`src/design/lkvt_pkg.sv`:
```
`default_nettype none

package lkvt_pkg;

    typedef enum logic [2:0] {
        OP_READ   = 3'd0,
        OP_ACCESS = 3'd1,
        OP_WRITE  = 3'd2,
        OP_DELETE = 3'd3,
        OP_CLEAR  = 3'd4
    } op_t;

    typedef enum logic [1:0] {
        ST_IDLE,
        ST_SCAN,
        ST_DRAIN,
        ST_COMMIT
    } state_t;

    // Update command from the sequencer to the slot store.
    typedef struct packed {
        logic en;
        logic set_used;
        logic clr_used;
        logic clr_all;
    } wr_cmd_t;

endpackage

`default_nettype wire

```
`src/design/lkvt_store.sv`:
```
`default_nettype none

module lkvt_store #(
    parameter int CAPACITY = 16,
    parameter int IW       = 4
) (
    input  wire logic              clk,
    input  wire logic              rst_n,
    input  wire logic [IW-1:0]     rd_addr,
    output logic                   rd_used,
    output logic [31:0]            rd_key,
    output logic [31:0]            rd_value,
    input  wire lkvt_pkg::wr_cmd_t wr_cmd,
    input  wire logic [IW-1:0]     wr_addr,
    input  wire logic [31:0]       wr_key,
    input  wire logic [31:0]       wr_value
);
    import lkvt_pkg::*;

    logic [CAPACITY-1:0] used_reg;
    logic [31:0]         key_mem [CAPACITY];
    logic [31:0]         value_mem [CAPACITY];
    logic                rd_used_reg;
    logic [31:0]         rd_key_reg;
    logic [31:0]         rd_value_reg;

    always_ff @(posedge clk or negedge rst_n)
    begin
        if (!rst_n)
        begin
            used_reg    <= '0;
            rd_used_reg <= 1'b0;
        end
        else
        begin
            rd_used_reg <= used_reg[rd_addr];
            if (wr_cmd.clr_all)
            begin
                used_reg <= '0;
            end
            else if (wr_cmd.set_used)
            begin
                used_reg[wr_addr] <= 1'b1;
            end
            else if (wr_cmd.clr_used)
            begin
                used_reg[wr_addr] <= 1'b0;
            end
        end
    end

    always_ff @(posedge clk)
    begin
        rd_key_reg   <= key_mem[rd_addr];
        rd_value_reg <= value_mem[rd_addr];
        if (wr_cmd.en)
        begin
            key_mem[wr_addr]   <= wr_key;
            value_mem[wr_addr] <= wr_value;
        end
    end

    assign rd_used  = rd_used_reg;
    assign rd_key   = rd_key_reg;
    assign rd_value = rd_value_reg;

endmodule

`default_nettype wire

```
`src/design/linear_key_value_table_unit.sv`:
```
`default_nettype none
// Read, access, write and delete scan every slot in the SCAN state, then pass DRAIN and COMMIT;
// clear and unused op codes go straight from IDLE to COMMIT.
// Throughput: one request at a time; the slot scan reads one stored slot per cycle
// through the single read port of the key and value memories.
// Reset clears the valid bits, the entry count and all control state at once;
// key and value memories are not cleared.

module linear_key_value_table_unit #(
    parameter int CAPACITY = 16
) (
    input  wire logic               clk,
    input  wire logic               rst_n,
    input  wire logic               req_valid,
    output logic                    req_ready,
    input  wire logic [2:0]         op,
    input  wire logic [31:0]        key,
    input  wire logic signed [31:0] value,
    output logic                    rsp_valid,
    input  wire logic               rsp_ready,
    output logic signed [31:0]      value_out,
    output logic                    found,
    output logic [4:0]              entry_count,
    output logic                    full_refused
);
    import lkvt_pkg::*;

    localparam int IW = (CAPACITY > 1) ? $clog2(CAPACITY) : 1;
    localparam int CW = $clog2(CAPACITY + 1);
    localparam logic [IW-1:0] LAST_IDX = IW'(CAPACITY - 1);
    localparam logic [CW-1:0] CAP_COUNT = CW'(CAPACITY);

    state_t state_reg, state_next;

    logic [IW-1:0] idx_reg;
    logic          cmp_valid_reg;
    logic [IW-1:0] cmp_idx_reg;
    logic [2:0]    op_reg;
    logic [31:0]   key_reg;
    logic [31:0]   value_reg;
    logic          hit_reg;
    logic [IW-1:0] hit_idx_reg;
    logic [31:0]   hit_value_reg;
    logic          free_reg;
    logic [IW-1:0] free_idx_reg;
    logic [CW-1:0] count_reg, count_next;

    logic          rsp_valid_reg;
    logic [31:0]   value_out_reg, value_out_next;
    logic          found_reg, found_next;
    logic          refused_reg, refused_next;

    logic          accept;
    logic          scan_issue;
    logic          commit_fire;
    logic          is_search;

    logic          rd_used;
    logic [31:0]   rd_key;
    logic [31:0]   rd_value;
    wr_cmd_t       wr_cmd;
    logic [IW-1:0] wr_addr;
    logic [31:0]   wr_key;
    logic [31:0]   wr_value;

    lkvt_store #(
        .CAPACITY(CAPACITY),
        .IW      (IW)
    ) u_store (
        .clk     (clk),
        .rst_n   (rst_n),
        .rd_addr (idx_reg),
        .rd_used (rd_used),
        .rd_key  (rd_key),
        .rd_value(rd_value),
        .wr_cmd  (wr_cmd),
        .wr_addr (wr_addr),
        .wr_key  (wr_key),
        .wr_value(wr_value)
    );

    assign is_search = (op == OP_READ) || (op == OP_ACCESS) || (op == OP_WRITE)
                       || (op == OP_DELETE);

    always_comb
    begin
        state_next = state_reg;
        case (state_reg)
            ST_IDLE:
            begin
                if (req_valid)
                begin
                    state_next = is_search ? ST_SCAN : ST_COMMIT;
                end
            end
            ST_SCAN:
            begin
                if (idx_reg == LAST_IDX)
                begin
                    state_next = ST_DRAIN;
                end
            end
            ST_DRAIN:
            begin
                state_next = ST_COMMIT;
            end
            ST_COMMIT:
            begin
                if (!rsp_valid_reg || rsp_ready)
                begin
                    state_next = ST_IDLE;
                end
            end
            default:
            begin
                state_next = ST_IDLE;
            end
        endcase
    end

    always_comb
    begin
        req_ready   = 1'b0;
        scan_issue  = 1'b0;
        commit_fire = 1'b0;
        case (state_reg)
            ST_IDLE:   req_ready   = 1'b1;
            ST_SCAN:   scan_issue  = 1'b1;
            ST_COMMIT: commit_fire = !rsp_valid_reg || rsp_ready;
            default:   req_ready   = 1'b0;
        endcase
    end

    assign accept = req_valid && req_ready;

    // Decide the table update and the result in COMMIT, after the scan has seen every slot for a search op.
    always_comb
    begin
        wr_cmd         = '0;
        wr_addr        = hit_idx_reg;
        wr_key         = key_reg;
        wr_value       = value_reg;
        count_next     = count_reg;
        value_out_next = 32'd0;
        found_next     = 1'b0;
        refused_next   = 1'b0;
        case (op_reg)
            OP_READ:
            begin
                found_next     = hit_reg;
                value_out_next = hit_reg ? hit_value_reg : 32'd0;
            end
            OP_ACCESS, OP_WRITE:
            begin
                if (hit_reg)
                begin
                    found_next = 1'b1;
                    if (op_reg == OP_WRITE)
                    begin
                        wr_cmd.en      = commit_fire;
                        value_out_next = value_reg;
                    end
                    else
                    begin
                        value_out_next = hit_value_reg;
                    end
                end
                else if (free_reg)
                begin
                    wr_addr         = free_idx_reg;
                    wr_value        = (op_reg == OP_WRITE) ? value_reg : 32'd0;
                    wr_cmd.en       = commit_fire;
                    wr_cmd.set_used = commit_fire;
                    count_next      = count_reg + CW'(1);
                    value_out_next  = wr_value;
                end
                else
                begin
                    refused_next = 1'b1;
                end
            end
            OP_DELETE:
            begin
                if (hit_reg)
                begin
                    found_next      = 1'b1;
                    wr_cmd.clr_used = commit_fire;
                    count_next      = count_reg - CW'(1);
                end
            end
            OP_CLEAR:
            begin
                wr_cmd.clr_all = commit_fire;
                count_next     = '0;
            end
            default:
            begin
                count_next = count_reg;
            end
        endcase
    end

    always_ff @(posedge clk or negedge rst_n)
    begin
        if (!rst_n)
        begin
            state_reg     <= ST_IDLE;
            idx_reg       <= '0;
            cmp_valid_reg <= 1'b0;
            hit_reg       <= 1'b0;
            free_reg      <= 1'b0;
            count_reg     <= '0;
            rsp_valid_reg <= 1'b0;
        end
        else
        begin
            state_reg     <= state_next;
            cmp_valid_reg <= scan_issue;
            if (accept)
            begin
                idx_reg  <= '0;
                hit_reg  <= 1'b0;
                free_reg <= 1'b0;
            end
            else
            begin
                if (scan_issue)
                begin
                    idx_reg <= idx_reg + IW'(1);
                end
                if (cmp_valid_reg)
                begin
                    if (rd_used && (rd_key == key_reg) && !hit_reg)
                    begin
                        hit_reg <= 1'b1;
                    end
                    if (!rd_used && !free_reg)
                    begin
                        free_reg <= 1'b1;
                    end
                end
            end
            if (commit_fire)
            begin
                count_reg     <= count_next;
                rsp_valid_reg <= 1'b1;
            end
            else if (rsp_ready)
            begin
                rsp_valid_reg <= 1'b0;
            end
        end
    end

    always_ff @(posedge clk)
    begin
        cmp_idx_reg <= idx_reg;
        if (accept)
        begin
            op_reg    <= op;
            key_reg   <= key;
            value_reg <= value;
        end
        if (cmp_valid_reg && !accept)
        begin
            if (rd_used && (rd_key == key_reg) && !hit_reg)
            begin
                hit_idx_reg   <= cmp_idx_reg;
                hit_value_reg <= rd_value;
            end
            if (!rd_used && !free_reg)
            begin
                free_idx_reg <= cmp_idx_reg;
            end
        end
        if (commit_fire)
        begin
            value_out_reg <= value_out_next;
            found_reg     <= found_next;
            refused_reg   <= refused_next;
        end
    end

    assign rsp_valid    = rsp_valid_reg;
    assign value_out    = value_out_reg;
    assign found        = found_reg;
    assign entry_count  = 5'(count_reg);
    assign full_refused = refused_reg;

`ifndef SYNTHESIS
    a_count_bound: assert property (@(posedge clk) disable iff (!rst_n)
        count_reg <= CAP_COUNT)
        else $error("entry count exceeds capacity");

    a_free_when_not_full: assert property (@(posedge clk) disable iff (!rst_n)
        (state_reg == ST_COMMIT && (op_reg == OP_ACCESS || op_reg == OP_WRITE)
         && !hit_reg && count_reg < CAP_COUNT) |-> free_reg)
        else $error("scan missed a free slot while the table is not full");

    a_refused_not_found: assert property (@(posedge clk) disable iff (!rst_n)
        rsp_valid_reg |-> !(found_reg && refused_reg))
        else $error("result flags both found and refused");

    a_delete_count: assert property (@(posedge clk) disable iff (!rst_n)
        (commit_fire && op_reg == OP_DELETE && hit_reg)
        |=> count_reg == $past(count_reg) - CW'(1))
        else $error("delete of a present key did not lower the count");
`endif

endmodule

`default_nettype wire

```
`config.mk`:
```
export PLATFORM = sky130hd
export DESIGN_NAME = linear_key_value_table_unit
export DESIGN_NICKNAME = d
export VERILOG_FILES = /design/src/design/lkvt_pkg.sv /design/src/design/lkvt_store.sv /design/src/design/linear_key_value_table_unit.sv
export SDC_FILE = /design/constraint.sdc
export NUM_CORES = 1
export LEC_CHECK = 0
export BUFFER_PORTS_ARGS = -buffer_cell sky130_fd_sc_hd__buf_2
export CORE_MARGIN = 3
export CORE_UTILIZATION = 56
export DETAILED_ROUTE_END_ITERATION = 12
export PLACE_DENSITY = 0.84
export SLEW_MARGIN = 20
export SYNTH_ARGS = -nofsm -noshare
export SYNTH_HDL_FRONTEND = slang
export SYNTH_SLANG_ARGS = --single-unit
```
`constraint.sdc`:
```
create_clock -name clk -period 6.7 [get_ports clk]
set_clock_uncertainty 0.2 [all_clocks]
set_input_delay 1.005 -clock clk [delete_from_list [all_inputs] [get_ports clk]]
set_output_delay 1.005 -clock clk [all_outputs]
set_load 0.05 [all_outputs]
```
Yosys cells after proc, flatten, opt, wreduce, memory -nomap -nowiden:

Memory sizes are Yosys's and may differ from the RTL's. A register that Yosys moved wholly into a read port is not among the register bits.
Index checks and enable logic that the tools add are counted.

* bits in registers: 177
* bits in writable memories: 1024
* bits of input ports: 71
* output and inout port bits: 41
* logic and storage cells: 137
* memories: 2

Memories
* u_store.key_mem: words 16, width 32, read ports 1, clocked after Yosys merged registers in 1, wr ports 1, line lkvt_store.sv:21 `logic [31:0] key_mem [CAPACITY];`
* u_store.value_mem: words 16, width 32, read ports 1, clocked after Yosys merged registers in 1, wr ports 1, line lkvt_store.sv:22 `logic [31:0] value_mem [CAPACITY];`

* add/subtract/negate cells: 3
* $lt $le $gt $ge: 3
* equal/unequal tests: 18
* mux-type cells: 54
* bitwise operators: 4
* reductions and logical operators: 34

Operator list (number)
* $mux 32: 8
* $pmux 32 s2: 1
* $mux 16: 3
* $eq 32x32->1: 1
* $mux 1: 23
* $mux 4: 5
* $and 16x16->16: 1
* $not 16->16: 1
* $or 16x16->16: 1
* $mux 5: 3
* $pmux 5 s3: 1
* $eq 3x2->1 const B: 4
* $mux 2: 6
* $ne 2x2->1 const B: 6
* $lt 4x5->1 const B: 2
* $reduce_bool 2->1: 5
* $pmux 2 s4: 1
* $reduce_and 2->1: 4
* $eq 3x1->1 const B: 2
* $logic_and 1x1->1: 6
* $logic_not 3->1: 2
* $reduce_bool 3->1: 2
* $add 5x1->5 const B: 1
* $logic_not 1->1: 5
* other kinds (17): 22

Logic depth before layout (Yosys ltp):

* word-level depth: 12
* depth in mapped cells: 9
* gate-level depth less buffers: 9

By module:

From an unflattened synthesis, not the netlist that was laid out.

* cells, all modules: 2134
* area, all modules: 46875.0 µm²

By module, submodules not included
* lkvt_store: instances 1, cells an instance 1753, area each 40624.0 µm², seq. area each 32456.1 µm²
* linear_key_value_table_unit: instances 1, cells an instance 381, area each 6251.0 µm², seq. area each 4689.5 µm²

Worst setup path before layout:

Ideal clock, no wire load.

* kind: register to register
* start point: register op_reg[1]
* end point: memory u_store.key_mem[4][0], enable pin
* setup time: 565 ps
* data arrival time: 6096 ps
* required time: 5935 ps
* path slack: -161 ps
* cell stages (with the launch flop): 7
* path buffers: 2
* period minus slack after synthesis: 6861 ps
* path through: edfxtp_1 -> xnor2_1 -> or4b_1 -> buf_4 -> buf_6 -> o31a_4 -> nor3_1

* word-level cells in the longest chain between the ends: 6
* elaborated cells between the ends (all ways): 9
* those cells by class: eq/ne (2); mux (6); reduce/logical (1)

RTL lines
* start, declared: line linear_key_value_table_unit.sv:38 `logic [2:0] op_reg;`
* start signal, assigned: line linear_key_value_table_unit.sv:260 `op_reg <= op;`
* $eq 3x2->1: line linear_key_value_table_unit.sv:147, linear_key_value_table_unit.sv:158
* $mux 1: line linear_key_value_table_unit.sv:158 `if (op_reg == OP_WRITE)`
* $mux 1: line linear_key_value_table_unit.sv:155 `if (hit_reg)`
* $mux 2: line linear_key_value_table_unit.sv:147 `case (op_reg)`
* $mux 1: line lkvt_store.sv:56 `if (wr_cmd.en)`
* $mux 1 (not written as such): line lkvt_store.sv:58 `key_mem[wr_addr] <= wr_key;`
* end, declared: line lkvt_store.sv:21

Parallel ways exist; a longest one is shown, timed or not.

Worst setup path in the final report:

* start point: register op_reg[2]
* end point: memory u_store.value_mem[5][5], enable pin

* word-level cells in the longest chain between the ends: 6
* elaborated cells between the ends (all ways): 9
* those cells by class: eq/ne (2); mux (6); reduce/logical (1)

RTL lines
* $eq 3x2->1: line linear_key_value_table_unit.sv:147, linear_key_value_table_unit.sv:158
* $mux 1: line linear_key_value_table_unit.sv:158
* $mux 1: line linear_key_value_table_unit.sv:155
* $mux 2: line linear_key_value_table_unit.sv:147
* $mux 1: line lkvt_store.sv:56
* $mux 1 (not written as such): line lkvt_store.sv:59 `value_mem[wr_addr] <= wr_value;`
* end, declared: line lkvt_store.sv:22

Parallel ways exist; a longest one is shown, timed or not.

==> flow_summary.json <==
{
  "synth-async-reset-ratio": 0.0253,
  "portBuffers": 111,
  "vias": 23648,
  "syn_nets": 2293,
  "reg_top3": "u_store.key_mem (512), u_store.value_mem (512)",
  "drt-met1-wl_mm": 39.8,
  "status": "finished, final reports clean",
  "ctsResizeCount": 0,
  "fmax_ghz": 0.229,
  "drv_cap": 0,
  "grt_pass1_wl_mm": 162,
  "grt_max_degree": 111,
  "yosys.area.top_type": "edfxtp_1",
  "synth_area_sq_mm": 0.0475,
  "ys_warn_count": 0,
  "path_class": "reg -> reg",
  "cts_buffers": 116,
  "synth_common_cells": "1,165 x edfxtp_1, 260 x mux4_2, 101 x nor2b_1",
  "drt-total-wl_mm": 109,
  "synth.distinct_cells": 47,
  "rr_startpoint": "op_reg[2]",
  "start_util": 0.566,
  "drc": 0,
  "slew_violations": 0,
  "ctsHoldBuffers": 0,
  "wl_met3_mm": 10.4,
  "synthToLayoutAreaGrowth_pct": 13.3,
  "crit_path_end": "u_store.value_mem[5][5]",
  "slew_headroom": 0.271,
  "yosysSeqAreaShare": 0.783,
  "nNetsFinal": 2462,
  "worst-path-buf-inv": 3,
  "hold_viol": 0,
  "synth_area_leaders": "edfxtp_1 74%, mux4_2 12%, dfxtp_1 2.9%",
  "avgRoutedWirePerCell_um": 30.1,
  "coreArea_sq_mm": 0.0838,
  "clk_pin_slew_ps": 60,
  "crit_arrival_ps": 4510,
  "crit_slowest_cell": "nor2_4",
  "rr_worst_depth": 7,
  "post-route-period-util": 0.653,
  "die_h_um": 297,
  "power_mw": 21.3,
  "synth_top_area_frac": 0.737,
  "end_kind": "flip-flop",
  "reg2reg_slack_ps": 2330,
  "path_depth": 7,
  "critPathTopFamily": "simple AND/OR/NAND/NOR gates",
  "path_cells": "buf_4 -> or4b_1 -> buf_4 -> a21o_1 -> nand2b_1 -> nor2_4 -> buf_4",
  "tightestPinTransition_ps": 1090,
  "htree_num_levels": 3,
  "die-area_sq_mm": 0.0883,
  "cp_max_fo": 38,
  "highest_layer": "met4",
  "overflow": 0,
  "synth_ff_type": "edfxtp_1",
  "wl_met2_mm": 54.6,
  "synth-seq-cells": 1265,
  "p_leak_nw": 17.1,
  "synth-edff-count": 1165,
  "cp_common_cell": "buf_4",
  "vias_per_cell": 6.53,
  "antenna_left": 0,
  "rows": 106,
  "setup.worst_path.start": "op_reg[2]",
  "drt_iter0_markers": 3297,
  "synth_most_common_cell": "edfxtp_1",
  "fin_crit_ps": 4370,
  "hold_path.class": "in -> async",
  "clkLatencyLatePin_ps": 710,
  "io_pins": 112,
  "post-cts-setup-buffers": 0,
  "tritoncts": "done",
  "cts_num_sinks": 1265,
  "cts_buffer_depth": 3,
  "dpl.hpwl_mm": 53.6,
  "p_per_area_mw_per_mm2": 397,
  "cts_root_buf": "clkbuf_16",
  "synth.avg_cell_area_sq_um": 21.4,
  "worstPathRequired_ps": 6840,
  "fp.dieW_um": 297,
  "peakVddDrop_v": 0.000333,
  "antenna_found_initial": 0,
  "fin_util": 0.641,
  "drt-pass1-iter-count": 6,
  "startpoint_type": "flip-flop",
  "cpPeakStageDelay_ps": 910,
  "grt_usage": 0.246,
  "routabilityCongestion": 0.805,
  "syn_inst": 2213,
  "rsz0062_at_grt": "no",
  "drive_gt1_frac": 0.268,
  "grt_pass1_vias": 24818,
  "r2r-end": "u_store.value_mem[5][5]",
  "setup_violations": 0
}
through the flow:
step | instance area [sq um] | worst slack (ps) | hold slack [ps] | setup TNS [ps] | instances
3_3_place_gp | 49600 | 2460 | 186 | 0 | 3396
5_1_grt | 53800 | 2220 | 200 | 0 | 3619
6_report | 53800 | 2330 | 163 | 0 | 3620
3_5_place_dp | 49600 | 2290 | 190 | 0 | 3396
2_1_floorplan | 47500 | -161 | 145 | -30140 | 2213
4_1_cts | 53700 | 2250 | 156 | 0 | 3617
power breakdown:
part	total [mW]	internal, mW	leakage (nW)	switching [mW]
clock	7.01	4.08	2.01	2.93
combinational	4.47	1.87	3.53	2.60
sequential	9.86	9.45	11.5	0.412
total	21.3	15.4	17.1	5.94
cells in the final DEF, fill, tap and decap left out, types with 7 or more instances in the layout:
cell and count:
dfxtp_1 68, nand2_1 15, buf_12 7, nor2_4 8, buf_2 111, buf_4 41, clkinv_2 28, a21oi_1 70
inv_6 7, mux2i_1 67, nand2b_1 10, a22oi_1 32, edfxtp_1 1165, nor2_1 46, a211oi_1 77, clkbuf_8 16
bufinv_16 18, inv_1 11, clkinv_1 7, clkbuf_16 116, dfrtp_1 28, nor2b_2 13, nor2b_1 86, a31oi_1 16
mux4_2 260, clkbuf_1 23, xnor2_1 33, ha_1 8, nand4_1 9
layout make-up:
cell class | instances | area (sq um)
diodes | 1 | 2.50
clock buffers | 155 | 3210
clock inverters | 66 | 878
fillers | 5152 | 30100
inverters | 12 | 50.0
multi-input cells | 821 | 9940
flip-flops and latches | 1265 | 37200
well taps | 1134 | 1420
repair buffers | 166 | 1100
how the worst min path moves through the flow:
stage | from | to | slack [ps] | cells after the start
floorplan | idx_reg[2] | cmp_idx_reg[2] | 150 | 0
global placement | u_store.rd_value[2] | hit_value_reg[2] | 190 | 0
detailed placement | u_store.rd_value[4] | hit_value_reg[4] | 190 | 0
CTS | rst_n | entry_count[4] | 160 | 1
global route | u_store.rd_value[29] | hit_value_reg[29] | 200 | 0
finish | rst_n | entry_count[4] | 160 | 1
metal layers:
layer	global-route usage	up-vias
met5	0	-
met1	0.334	12282
li1	-	9457
met2	0.401	1621
met4	0.103	0
met3	0.0428	288
kinds of logic after synthesis:
group | after synthesis | share of synthesized area
xor gates and xnor gates | 39 | 0.00720
DFF | 1265 | 0.783
muxes | 327 | 0.137
adders and majority gates | 9 | 0.00253
and+or+nand+nor | 223 | 0.0257
buffers and inverters | 127 | 0.0116
AOI/OAI and AO/OA | 223 | 0.0329
Power figures use the tool's default switching activity.
